$ cat src/potca_pkg.sv
package potca_pkg;

	localparam int SIZE_CLASSES = 32;
	localparam int STACK_DEPTH = 64;
	localparam int MAX_BLOCKS = 256;

	localparam int CW = $clog2(SIZE_CLASSES);
	localparam int SW = $clog2(STACK_DEPTH);
	localparam int BW = $clog2(MAX_BLOCKS);
	localparam int SAW = CW + SW;

	localparam logic [1:0] ACT_ALLOC = 2'd0;
	localparam logic [1:0] ACT_FREE = 2'd1;
	localparam logic [1:0] ACT_RESIZE = 2'd2;
	localparam logic [1:0] ACT_UNUSED = 2'd3;

	localparam logic [2:0] ERR_OK = 3'd0;
	localparam logic [2:0] ERR_UNKNOWN = 3'd1;
	localparam logic [2:0] ERR_EXHAUSTED = 3'd2;
	localparam logic [2:0] ERR_FULL = 3'd3;
	localparam logic [2:0] ERR_TOO_LARGE = 3'd4;

	localparam logic CFG_HEAP_BASE = 1'b0;
	localparam logic CFG_HEAP_LIMIT = 1'b1;

	typedef struct packed {
		logic [1:0] action;
		logic [31:0] block_address;
		logic [31:0] request_size;
	} req_t;

	typedef struct packed {
		logic [31:0] result_address;
		logic is_null;
		logic [2:0] error_code;
		logic copy_needed;
		logic [31:0] copy_source;
		logic [31:0] copy_length;
	} rsp_t;

	// Classified request handed from front to back.
	typedef struct packed {
		logic [1:0] action;
		logic [31:0] block_address;
		logic [31:0] request_size;
		logic size_zero;
		logic too_large;
		logic [5:0] size_class;
	} cmd_t;

	typedef enum logic [3:0] {
		ST_IDLE,
		ST_DISPATCH,
		ST_SEARCH,
		ST_SEARCH_WAIT,
		ST_FOUND,
		ST_RESIZE_CHK,
		ST_ALLOC,
		ST_POP_WAIT,
		ST_CARVE,
		ST_FREE,
		ST_DONE
	} state_t;

	// Smallest c with 2^c >= size, size in 1..2^31; 6 bits to hold 32, the result for larger sizes or zero.
	function automatic logic [5:0] ceil_log2(input logic [31:0] size);
		logic [31:0] m;
		logic [5:0] r;
		m = size - 32'd1;
		r = 6'd0;
		for (int i = 0; i < 32; i++) begin
			if (m[i]) r = 6'(i + 1);
		end
		return r;
	endfunction

endpackage

$ cat src/potca_front.sv
module potca_front (
	input logic clk,
	input logic arst_n,
	input logic push,
	output logic full,
	input potca_pkg::req_t req,
	output logic cmd_valid,
	input logic cmd_take,
	output potca_pkg::cmd_t cmd
);
	import potca_pkg::*;

	// Two-entry queue of classified requests.
	cmd_t q_q [2];
	logic wp_q, rp_q;
	logic [1:0] cnt_q;
	cmd_t c;
	logic [5:0] lg;

	assign lg = ceil_log2(req.request_size);
	always_comb begin
		c.action = req.action;
		c.block_address = req.block_address;
		c.request_size = req.request_size;
		c.size_zero = (req.request_size == 32'd0);
		c.too_large = (req.request_size > 32'h8000_0000) || (lg >= 6'(SIZE_CLASSES));
		c.size_class = lg;
	end

	assign full = (cnt_q == 2'd2);
	assign cmd_valid = (cnt_q != 2'd0);
	assign cmd = q_q[rp_q];

	always_ff @(posedge clk) begin
		if (push && !full) q_q[wp_q] <= c;
	end

	always_ff @(posedge clk or negedge arst_n) begin
		if (!arst_n) begin
			wp_q <= 1'b0;
			rp_q <= 1'b0;
			cnt_q <= 2'd0;
		end else begin
			if (push && !full) wp_q <= ~wp_q;
			if (cmd_take && cmd_valid) rp_q <= ~rp_q;
			cnt_q <= cnt_q + 2'(push && !full) - 2'(cmd_take && cmd_valid);
		end
	end
endmodule

$ cat config.mk
export PLATFORM = sky130hd
export DESIGN_NAME = potca_front
export DESIGN_NICKNAME = d
export VERILOG_FILES = /design/src/potca_pkg.sv /design/src/potca_front.sv
export SDC_FILE = /design/constraint.sdc
export NUM_CORES = 1
export LEC_CHECK = 0
export BUFFER_PORTS_ARGS = -buffer_cell sky130_fd_sc_hd__buf_2
export CAP_MARGIN = 20
export CORE_ASPECT_RATIO = 1.1
export CORE_MARGIN = 4
export CORE_UTILIZATION = 40
export DETAILED_ROUTE_END_ITERATION = 6
export PLACE_DENSITY = 0.66
export RECOVER_POWER = 100
export SLEW_MARGIN = 20
export SYNTH_ARGS = -nofsm -noshare
export SYNTH_HDL_FRONTEND = slang
export SYNTH_SLANG_ARGS = --single-unit
$ cat constraint.sdc
create_clock -name clk -period 6.2 [get_ports clk]
set_clock_uncertainty 0.2 [all_clocks]
set_input_delay 0.62 -clock clk [delete_from_list [all_inputs] [get_ports clk]]
set_output_delay 0.62 -clock clk [all_outputs]
set_load 0.01 [all_outputs]
==> impl_metrics.toml, run 1 <==
[run_status]
status = "complete, but fails checks"
violations = "capacitance limit, slew limit"

[route]
wl_per_cell_microns = 18.7
firstDrtPassIters = 5
drtIter0Drc = 326
viasPerCell = 5.57
drc_errors = 0
ant_nets = 0
drt-total-wl_microns = 16600
via_count = 4945

[setup_path]
worstRegToRegCells = 3
endpoint = "cmd[29]"
reg2reg_to = "q_q[1][16]"
path_max_fanout = 75
rrSetupSlack_ns = 1.90
worstSetupPathType = "reg -> out"
cp-end-kind = "output pin"
cp.required_ns = 5.38
r2r_start = "cnt_q[1]"
crit_start = "rp_q"
arrival_ns = 3.73
crit_path_start_kind = "flip-flop"

[grt]
grt_use_total_pct = 16.7
grt_pass1_vias = 4995
antenna_found_initial = 1
grt_pass1_wl_microns = 25900
grt.overflow.total = 0
grt_max_degree = 76

[place]
io_buffers = 145
place_area_sq_um = 8000
hpwl_microns = 11200
dp.cells = 852
place.gp.congestion = 0.869

[finish]
regArea_sq_um = 4540
syn_to_final_growth_pct = 18.3
n_fill_cell = 1551
final_area_sq_um = 8400
final_util_pct = 48.8
drive_gt1_share_pct = 21.4
nets = 714
instances_no_fill = 887
n_antenna_cell = 0
multi_input_area_sq_um = 2360

[logic_synthesis]
synth_area_sq_um = 7100
yosys_warnings = 0
synth-simple-area-share_pct = 10.6
netlist_instances = 498
yosysTopAreaCellShare_pct = 62.6
synth_xor_area_share_pct = 1.11
synth_top_family_by_area = "multiplexers"
synth_compound_area_share_pct = 9.11
synth-main-ff-cell = "edfxtp_1"
ys_ff_latch = 152
synth-async-reset-ratio_pct = 2.63
ys_seq_area_share_pct = 64.0
avgSynthCellArea_sq_um = 14.3
synth_area_leader_cell = "edfxtp_1"
synth_nets = 572
synthTopCellsByArea = "edfxtp_1, mux2_2, dfrtp_1, nor2_1, nand2_1"
synth_enable_flop_cells = 148
synth_mux_area_share_pct = 12.0
synthDistinctLibCells = 64
synthAdderAreaFrac_pct = 0.705

[floorplan]
ios = 146
fp-row-count = 50
fp.dieH_microns = 148
core_area_sq_um = 17200
dieArea_sq_um = 20000
start_util_pct = 41.3
die_w_microns = 135

[timing]
period_share_pct = 73.3
tns_ns = 0
finalHoldViolations = 0
fmax_ghz = 0.220
tightest_slew_ns = 3.22
setup_viol = 0
slew_viol_final = 150
min_period_ns = 4.55
slew_headroom_pct = -115
rsz0062_at_grt = "false"

[clock_network]
clock_latency_ns = 0.42
clockRootBuffer = "clkbuf_16"
htree_num_levels = 4
clockBufferDepth = 2
clk_pin_slew_ns = 0.06
clock_sinks = 152
cts_tree = "done"
cts_made_buffers = 17
post_cts_buffers = 0

[pwr]
p_leak_nw = 2.67
cellPowerDensity_nw_per_um2 = 411
ir_drop_uv = 220

[flow_run]
maxCapViolCount = 3

[hold_path]
worst_hold_path_type = "in -> reg"
-- routing by layer --
| metal | vias to the layer above | track usage (%) | part of all wire, % |
|---|---|---|---|
| met4 | 2 | 5.95 | 1.9 |
| met3 | 30 | 5.28 | 8.1 |
| met1 | 2402 | 20.8 | 42 |
| met2 | 242 | 27.4 | 48 |
| met5 | - | 0 | 0.078 |
| li1 | 2269 | - | - |
-- worst max-delay path, cell delays in order (launching register included) --
cell      delay (ns)
dfrtp_1         2.52
mux2_2          0.51
clkbuf_1        0.22
-- state kept, by name, summed over array words and instances, names as in the netlist --
name   flops
cnt_q      2
q_q      148
rp_q       1
wp_q       1
-- logic make-up after synthesis --
| logic type | Yosys count |
|---|---|
| adders and majority gates | 4 |
| xor gates and xnor gates | 9 |
| DFF | 152 |
| buffers and inverters | 36 |
| muxes | 76 |
| and+or+nand+nor | 129 |
| AOI/OAI and AO/OA | 92 |
-- cell usage after synthesis, drive strengths merged, types with 5 or more instances --
| master | number |
|---|---|
| clkbuf | 19 |
| nor3 | 20 |
| o21ai | 16 |
| nand3 | 9 |
| xnor2 | 7 |
| nor2 | 27 |
| nand4 | 6 |
| nand2 | 23 |
| o31ai | 6 |
| inv | 10 |
| or4 | 5 |
| a21oi | 16 |
| o22ai | 6 |
| buf | 7 |
| a31oi | 10 |
| mux2 | 75 |
| nor4 | 9 |
| o211ai | 5 |
| edfxtp | 148 |
-- power breakdown --
part / total, mW / internal, mW / leakage [nW] / switching, mW
Combinational: 0.912 / 0.412 / 0.971 / 0.499
Sequential: 1.56 / 1.41 / 1.42 / 0.148
Clock: 0.980 / 0.559 / 0.276 / 0.421
Total: 3.45 / 2.39 / 2.67 / 1.07
-- through the flow --
stage	total power [mW]	worst slack [ns]	hold slack, ns
after floorplan	2.15	1.69	0.124
after global placement	2.51	2.33	0.226
after detailed placement	2.54	2.37	0.228
after CTS	3.53	2.82	0.160
after global routing	3.65	1.39	0.162
final	3.45	1.65	0.191
-- repair_timing --
action / CTS / global route
gates resized for setup: 0 / 0
hold endpoints to repair: 4 / 0
hold buffers: 1 / 0
-- layout by cell type (no fill, tap or decap), types with 3 or more instances in the layout --
master and n:
ha_1 4, a211o_1 4, clkbuf_16 17, nand2_1 23, inv_6 4, buf_2 20, nand4_1 6, clkinv_4 5
or3_1 4, or4_1 3, nor2_1 26, a41oi_1 4, o31ai_1 6, nand2b_1 3, clkbuf_1 127, nand3_1 8
o21ai_0 14, nor3_1 18, nor4_1 6, xnor2_1 7, mux2_2 73, nor3b_1 3, inv_1 10, o211ai_1 5
a21oi_1 16, edfxtp_1 148, or2_2 4, nand3b_1 4, nand4b_1 3, dfrtp_1 4, o22ai_1 6, a31oi_1 10
-- worst min path at each step --
stage | endpoint | start | depth (start not counted)
floorplan | cnt_q[0] | arst_n | 0
global placement | cnt_q[0] | arst_n | 1
detailed placement | rp_q | arst_n | 1
CTS | q_q[0][65] | req[57] | 1
global route | q_q[1][61] | req[53] | 1
finish | q_q[0][65] | req[57] | 1
-- cell type report --
class / instances / area share, %
sequential: 152 / 54.1
clock inverter: 15 / 1.73
timing repair buffer: 149 / 7.07
clock buffer: 17 / 5.06
inverter: 10 / 0.447
tap: 234 / 3.48
multi-input combinational: 310 / 28.1
Power figures use the tool's default switching activity.
==> run 2: changes to the inputs <==
--- a/config.mk
+++ b/config.mk
@@ -5,13 +5,14 @@
 export SDC_FILE = /design/constraint.sdc
 export NUM_CORES = 1
 export LEC_CHECK = 0
+export ABC_AREA = 1
 export BUFFER_PORTS_ARGS = -buffer_cell sky130_fd_sc_hd__buf_2
 export CAP_MARGIN = 20
 export CORE_ASPECT_RATIO = 1.1
 export CORE_MARGIN = 4
 export CORE_UTILIZATION = 40
 export DETAILED_ROUTE_END_ITERATION = 6
-export PLACE_DENSITY = 0.66
+export PLACE_DENSITY = 0.69
 export RECOVER_POWER = 100
 export SLEW_MARGIN = 20
 export SYNTH_ARGS = -nofsm -noshare
==> constraint.sdc (replaced) <==
create_clock -name clk -period 3.7 [get_ports clk]
set_clock_uncertainty 0.2 [all_clocks]
set_input_delay 0.37 -clock clk [delete_from_list [all_inputs] [get_ports clk]]
set_output_delay 0.37 -clock clk [all_outputs]
set_load 0.01 [all_outputs]
==> run 2 against run 1 <==
Effect of this change:
- the run still ends with capacitance limit, slew limit left
- total power up 76%
- hold slack got worse by 0.098 ns
- first-iteration DRC count fell by 39%
- worst setup slack got worse by 1.4 ns
- largest power group unchanged
- critical path type is now in -> reg
- non-clock buffer count rose by 52
- synthesized area down 5.5%
- critical endpoint is now q_q[1][3]
==> impl_metrics.toml, run 2 <==
[finish]
final_area_sq_um = 8730
final_util_pct = 53.1
nets = 893
layout_commonest_cell = "nand2_1"
final_cell_mix = "nand2_1, edfxtp_1, clkbuf_1"
top_register = "q_q"
largest_reg_flops = 148
drive_gt1_share_pct = 10.8
n_antenna_cell = 0
top_regs = "q_q (148), cnt_q (2)"
syn_to_final_growth_pct = 30.0
n_fill_cell = 1443

[place]
hpwl_microns = 9270
io_buffers = 145
place.gp.congestion = 0.817
place_area_sq_um = 7720

[setup_path]
worstSetupPathType = "in -> reg"
cp_cell_sequence = "clkdlybuf4s25_1 -> inv_1 -> ha_4 -> nand2_2 -> nor2_4 -> nand2_2 -> nor4_2 -> nand4_1 -> nor4_4 -> nand3_2 -> nor3_4 -> nand2_2 -> nor2_4 -> nand3b_1 -> xor2_2 -> nand2_2 -> nor3b_4 -> a21oi_2"
cp-end-kind = "flip-flop"
cpMostUsedCell = "nand2_2"
arrival_ns = 3.37
cp.required_ns = 3.67
crit_family = "simple AND/OR/NAND/NOR gates"
path_max_fanout = 5
cpPeakStageDelay_ns = 0.30
path_buf_inv = 2
cp_slowest_cell = "nor4_4"
crit_path_start_kind = "input pin"

[logic_synthesis]
synthTopCellsByArea = "edfxtp_1, nand2_1, xor2_1, inv_1, nor2_1"
yosysTopAreaCellShare_pct = 66.2
synth.most_common_cell = "nand2_1"
synthDistinctLibCells = 34
synth_nets = 689
synth_enable_flop_cells = 148
synth-main-ff-cell = "edfxtp_1"
synth_area_leader_cell = "edfxtp_1"
yosys_warnings = 0
synth_area_sq_um = 6710
synth-async-reset-ratio_pct = 2.63
avgSynthCellArea_sq_um = 10.9
ys_ff_latch = 152
netlist_instances = 615
ys_seq_area_share_pct = 67.7
synth_common_cells = "nand2_1, edfxtp_1, inv_1, nor2_1, xor2_1"

[route]
firstDrtPassIters = 4
via_count = 4832
wl_per_cell_microns = 14.5
ant_nets = 0
viasPerCell = 4.66
drt-total-wl_microns = 15000
drc_errors = 0
drtIter0Drc = 198

[pwr]
p_leak_nw = 3.47
p_comb_share_pct = 30.7
cellPowerDensity_nw_per_um2 = 697
p_seq_share_pct = 40.5
p_int_mw = 3.98
sw_frac_of_total_pct = 34.6
ir_drop_uv = 339
clkPwrFrac_pct = 28.8
switchingPower_mw = 2.10

[clock_network]
cts_made_buffers = 17
htree_num_levels = 4
clockRootBuffer = "clkbuf_16"
clk_pin_slew_ns = 0.06
clock_sinks = 152
clockBufferDepth = 2
cts_tree = "done"
clock_latency_ns = 0.41

[grt]
antenna_found_initial = 0
grt_use_total_pct = 16.3
grt_max_degree = 75
grt.overflow.total = 0
grt_pass1_vias = 4820
grt_pass1_wl_microns = 24100

[timing]
finalHoldViolations = 0
setup_viol = 0
min_period_ns = 3.40
slew_headroom_pct = -28.9
rsz0062_at_grt = "false"
slew_viol_final = 141
period_share_pct = 91.9
tightest_slew_ns = 1.93
fmax_ghz = 0.294

[hold_path]
worst_hold_path_type = "in -> reg"

[floorplan]
core_area_sq_um = 16400
ios = 146
dieArea_sq_um = 18900
fp.dieH_microns = 144
die_w_microns = 132
fp-row-count = 49
start_util_pct = 40.9

[run_status]
status = "complete, but fails checks"
violations = "capacitance limit, slew limit"

[flow_run]
maxCapViolCount = 3
-- run 2: changes by cell type after synthesis, moves of 7 or more --
cell	change
mux2_2	-75
inv_1	+22
o21ai_0	-13
xor2_1	+20
nor3_1	-15
clkbuf_1	-9
a31oi_1	-7
buf_1	+8
a21oi_1	-12
nand2_1	+264
-- run 2: metal layers --
metal | track usage, % | vias to the layer above | share of wire [%] | wire length, microns
li1 | - | 2433 | - | -
met1 | 19.0 | 2245 | 43 | 6460
met2 | 28.5 | 136 | 49 | 7360
met3 | 5.64 | 18 | 6.5 | 972
met4 | 5.03 | 0 | 1.4 | 204
met5 | 0 | - | 0 | 0
-- run 2: cell type report --
cell class | count | area (sq um) | share of cell area [%]
Clock inverter | 13 | 170 | 1.95
Timing Repair Buffer | 201 | 1140 | 13.1
Clock buffer | 19 | 433 | 4.96
Inverter | 36 | 138 | 1.58
Sequential cell | 152 | 4550 | 52.1
Tap cell | 204 | 255 | 2.92
Multi-Input combinational cell | 411 | 2040 | 23.4
-- run 2: worst paths after layout --
path | startpoint | end | slack (ns) | cells after the start
max | req[1] | q_q[1][3] | 0.30 | 18
min | cmd_take | rp_q | 0.09 | 3
max reg2reg | cnt_q[1] | q_q[1][15] | 0.74 | 4
min reg2reg | cnt_q[0] | cnt_q[0] | 0.36 | 1
max in group asynchronous | arst_n | rp_q | 2.92 | 2
min in group asynchronous | arst_n | rp_q | 0.15 | 2
-- run 2: power by group through the flow --
| stage | Combinational [mW] | Sequential, mW | Clock, mW |
|---|---|---|---|
| after floorplan | 1.10 | 2.51 | 0 |
| after global placement | 1.95 | 2.47 | 0 |
| after detailed placement | 1.97 | 2.48 | 0 |
| after CTS | 2.02 | 2.45 | 1.80 |
| after global routing | 2.10 | 2.50 | 1.88 |
| final | 1.87 | 2.46 | 1.75 |
-- run 2: stage by stage --
stage | power, mW | setup TNS [ns] | std cells | setup slack [ns] | hold slack (ns)
finish | 6.08 | 0 | 1036 | 0.298 | 0.0923
global route | 6.48 | 0 | 1036 | 0.0595 | 0.0833
CTS | 6.27 | 0 | 1040 | 0.0679 | 0.00621
detailed placement | 4.45 | 0 | 954 | 0.148 | -0.00912
global placement | 4.42 | 0 | 954 | 0.218 | -0.0170
floorplan | 3.61 | -109.08 | 615 | -0.737 | -0.126
-- run 2: logic make-up (layout without fill, tap and decap cells) --
| logic type | after synthesis | count (layout) | synth area share [%] |
|---|---|---|---|
| flip-flops | 152 | 152 | 67.7 |
| buffers and inverters | 52 | 269 | 2.91 |
| AND/OR/NAND/NOR | 367 | 367 | 23.6 |
| AO/OA/AOI/OAI | 10 | 10 | 0.876 |
| XOR/XNOR | 30 | 30 | 4.14 |
| adder cells (fa/ha/maj) | 4 | 4 | 0.746 |
-- run 2: tightest hold or removal path, stage by stage --
cell and delay, ns:
buf_2 0.10, nand2_1 0.12, xor2_1 0.08
-- run 2: what timing repair did --
action                     in CTS  in global routing
buffers inserted                0                  4
hold buffers                   54                  0
hold endpoints to repair      110                  0
gates resized for setup         0                 24
setup endpoints to repair       0                 10
==> run 3: changes to the inputs <==
--- a/config.mk
+++ b/config.mk
@@ -11,8 +11,9 @@
 export CORE_ASPECT_RATIO = 1.1
 export CORE_MARGIN = 4
 export CORE_UTILIZATION = 40
+export CTS_CLUSTER_DIAMETER = 100
 export DETAILED_ROUTE_END_ITERATION = 6
-export PLACE_DENSITY = 0.69
+export PLACE_DENSITY = 0.67
 export RECOVER_POWER = 100
 export SLEW_MARGIN = 20
 export SYNTH_ARGS = -nofsm -noshare
==> constraint.sdc (replaced) <==
create_clock -name clk -period 4 [get_ports clk]
set_clock_uncertainty 0.2 [all_clocks]
set_input_delay 0.4 -clock clk [delete_from_list [all_inputs] [get_ports clk]]
set_output_delay 0.4 -clock clk [all_outputs]
set_load 0.01 [all_outputs]
==> run 3 against run 2 <==
Effect of this change:
- the flow still finishes with violations (capacitance limit, slew limit)
- via count decreased by 1.8%
- wire length fell by 0.27%
- critical path depth increased by 1
- clock-buffer cell count decreased by 2
- sequential power shrank 8%
- core utilization decreased by 1.8 points
- global-route usage decreased by 0.064 points
- critical path type unchanged
- largest power group unchanged
==> impl_metrics.toml, run 3 (synthesis results as in run 2) <==
[finish]
final_util_pct = 51.4
final_area_sq_um = 8440
n_antenna_cell = 0
final_cell_mix = "nand2_1, edfxtp_1, clkbuf_1"
layout_commonest_cell = "nand2_1"
top_regs = "q_q (148), cnt_q (2)"
syn_to_final_growth_pct = 25.7
nets = 881
top_register = "q_q"
largest_reg_flops = 148
n_fill_cell = 1498
drive_gt1_share_pct = 9.39

[run_status]
violations = "capacitance limit, slew limit"
status = "complete, but fails checks"

[route]
drtIter0Drc = 240
ant_nets = 0
firstDrtPassIters = 4
wl_per_cell_microns = 14.6
drc_errors = 0
via_count = 4744
viasPerCell = 4.63
drt-total-wl_microns = 15000

[floorplan]
die_w_microns = 132
dieArea_sq_um = 18900
core_area_sq_um = 16400
fp-row-count = 49
start_util_pct = 40.9
fp.dieH_microns = 144
ios = 146

[clock_network]
clock_latency_ns = 0.40
clk_pin_slew_ns = 0.06
clockBufferDepth = 2
cts_made_buffers = 17
clockRootBuffer = "clkbuf_16"
htree_num_levels = 4
clock_sinks = 152
cts_tree = "done"
post_cts_buffers = 0

[timing]
setup_viol = 0
fmax_ghz = 0.266
min_period_ns = 3.76
rsz0062_at_grt = "false"
slew_viol_final = 128
slew_headroom_pct = -40.8
tightest_slew_ns = 2.10
finalHoldViolations = 0
period_share_pct = 93.9
holdWs_ns = 0.0868

[setup_path]
arrival_ns = 3.70
cp-end-kind = "flip-flop"
cp_cell_sequence = "dlygate4sd3_1 -> buf_2 -> inv_2 -> ha_1 -> nand2_2 -> nor2_4 -> nand2_2 -> nor4_2 -> nand4_1 -> nor4_4 -> nand3_2 -> nor3_2 -> nand2_2 -> nor2_4 -> nand3b_1 -> xor2_2 -> nand2_1 -> nor3b_2 -> a21oi_1"
crit_path_start_kind = "input pin"
cpPeakStageDelay_ns = 0.53
cpMostUsedCell = "nand2_2"
path_max_fanout = 6
cp_slowest_cell = "dlygate4sd3_1"
worstSetupPathType = "in -> reg"
cp.required_ns = 3.95

[grt]
antenna_found_initial = 2
grt_use_total_pct = 16.2
grt_pass1_vias = 4793
grt_max_degree = 75
grt_pass1_wl_microns = 24200
grt.overflow.total = 0

[pwr]
finalPower_mw = 5.46
cellPowerDensity_nw_per_um2 = 647
ir_drop_uv = 345
p_leak_nw = 3.34

[place]
place.gp.congestion = 0.794
io_buffers = 145
hpwl_microns = 9620
place_area_sq_um = 7710

[flow_run]
maxCapViolCount = 3

[hold_path]
worst_hold_path_type = "in -> reg"
==> run 3: changes by cell type in the layout (fill, tap and decap cells not counted), moves of 3 or more <==
cell and delta:
clkdlybuf4s25_1 -8, nor2_4 -5, clkbuf_1 +9, dlygate4sd3_1 -8, buf_2 -3, nor2_1 +3
==> run 3: cell type report <==
class,count,area [sq um],area share [%]
clock inverters,15,126,1.50
clock buffers,17,425,5.04
well taps,204,255,3.02
repair buffers,189,986,11.7
inverters,36,135,1.60
flip-flops and latches,152,4550,53.9
multi-input cells,411,1970,23.3
==> run 3: power by group <==
| part | switching (mW) | internal [mW] |
|---|---|---|
| combinational | 1.22 | 0.482 |
| sequential | 0.0834 | 2.19 |
| clock | 0.626 | 0.855 |
==> run 3: final timing paths <==
check                              to  slack (ns)     start  cells past startpoint
hold reg to reg                  rp_q        0.38      rp_q                      2
setup / recovery            q_q[0][4]        0.24    req[0]                     19
hold / removal             q_q[0][38]        0.09   req[30]                      1
min in group asynchronous        wp_q        0.18    arst_n                      2
max in group asynchronous        rp_q        3.21    arst_n                      2
setup reg to reg           q_q[1][44]        0.69  cnt_q[1]                      4
==> run 3: metrics by stage <==
stage | setup TNS (ns) | instances | worst slack [ns]
finish | 0 | 1024 | 0.242
global route | 0 | 1024 | 0.0162
CTS | 0 | 1024 | 0.269
detailed placement | 0 | 954 | 0.388
global placement | 0 | 954 | 0.501
floorplan | -64.68 | 615 | -0.437
==> run 3: metal layers <==
metal | global-route usage (%) | part of all wire (%)
met1 | 19.1 | 44
met4 | 4.04 | 0.74
met3 | 5.88 | 6.2
met5 | 0 | 0.18
met2 | 28.4 | 49
==> run 3: worst max-delay path: cells and delay by family <==
family / cells / cell delay, ns
AND/OR/NAND/NOR: 13 / 1.97
buffers and inverters: 3 / 0.75
AO/OA/AOI/OAI: 1 / 0.12
XOR/XNOR: 1 / 0.22
adder cells (fa/ha/maj): 1 / 0.24
==> run 3: repair_timing <==
action,in CTS,in global routing
resized for setup,0,2
endpoints found under the setup margin,0,4
hold endpoints to repair,78,0
hold buffers,38,0
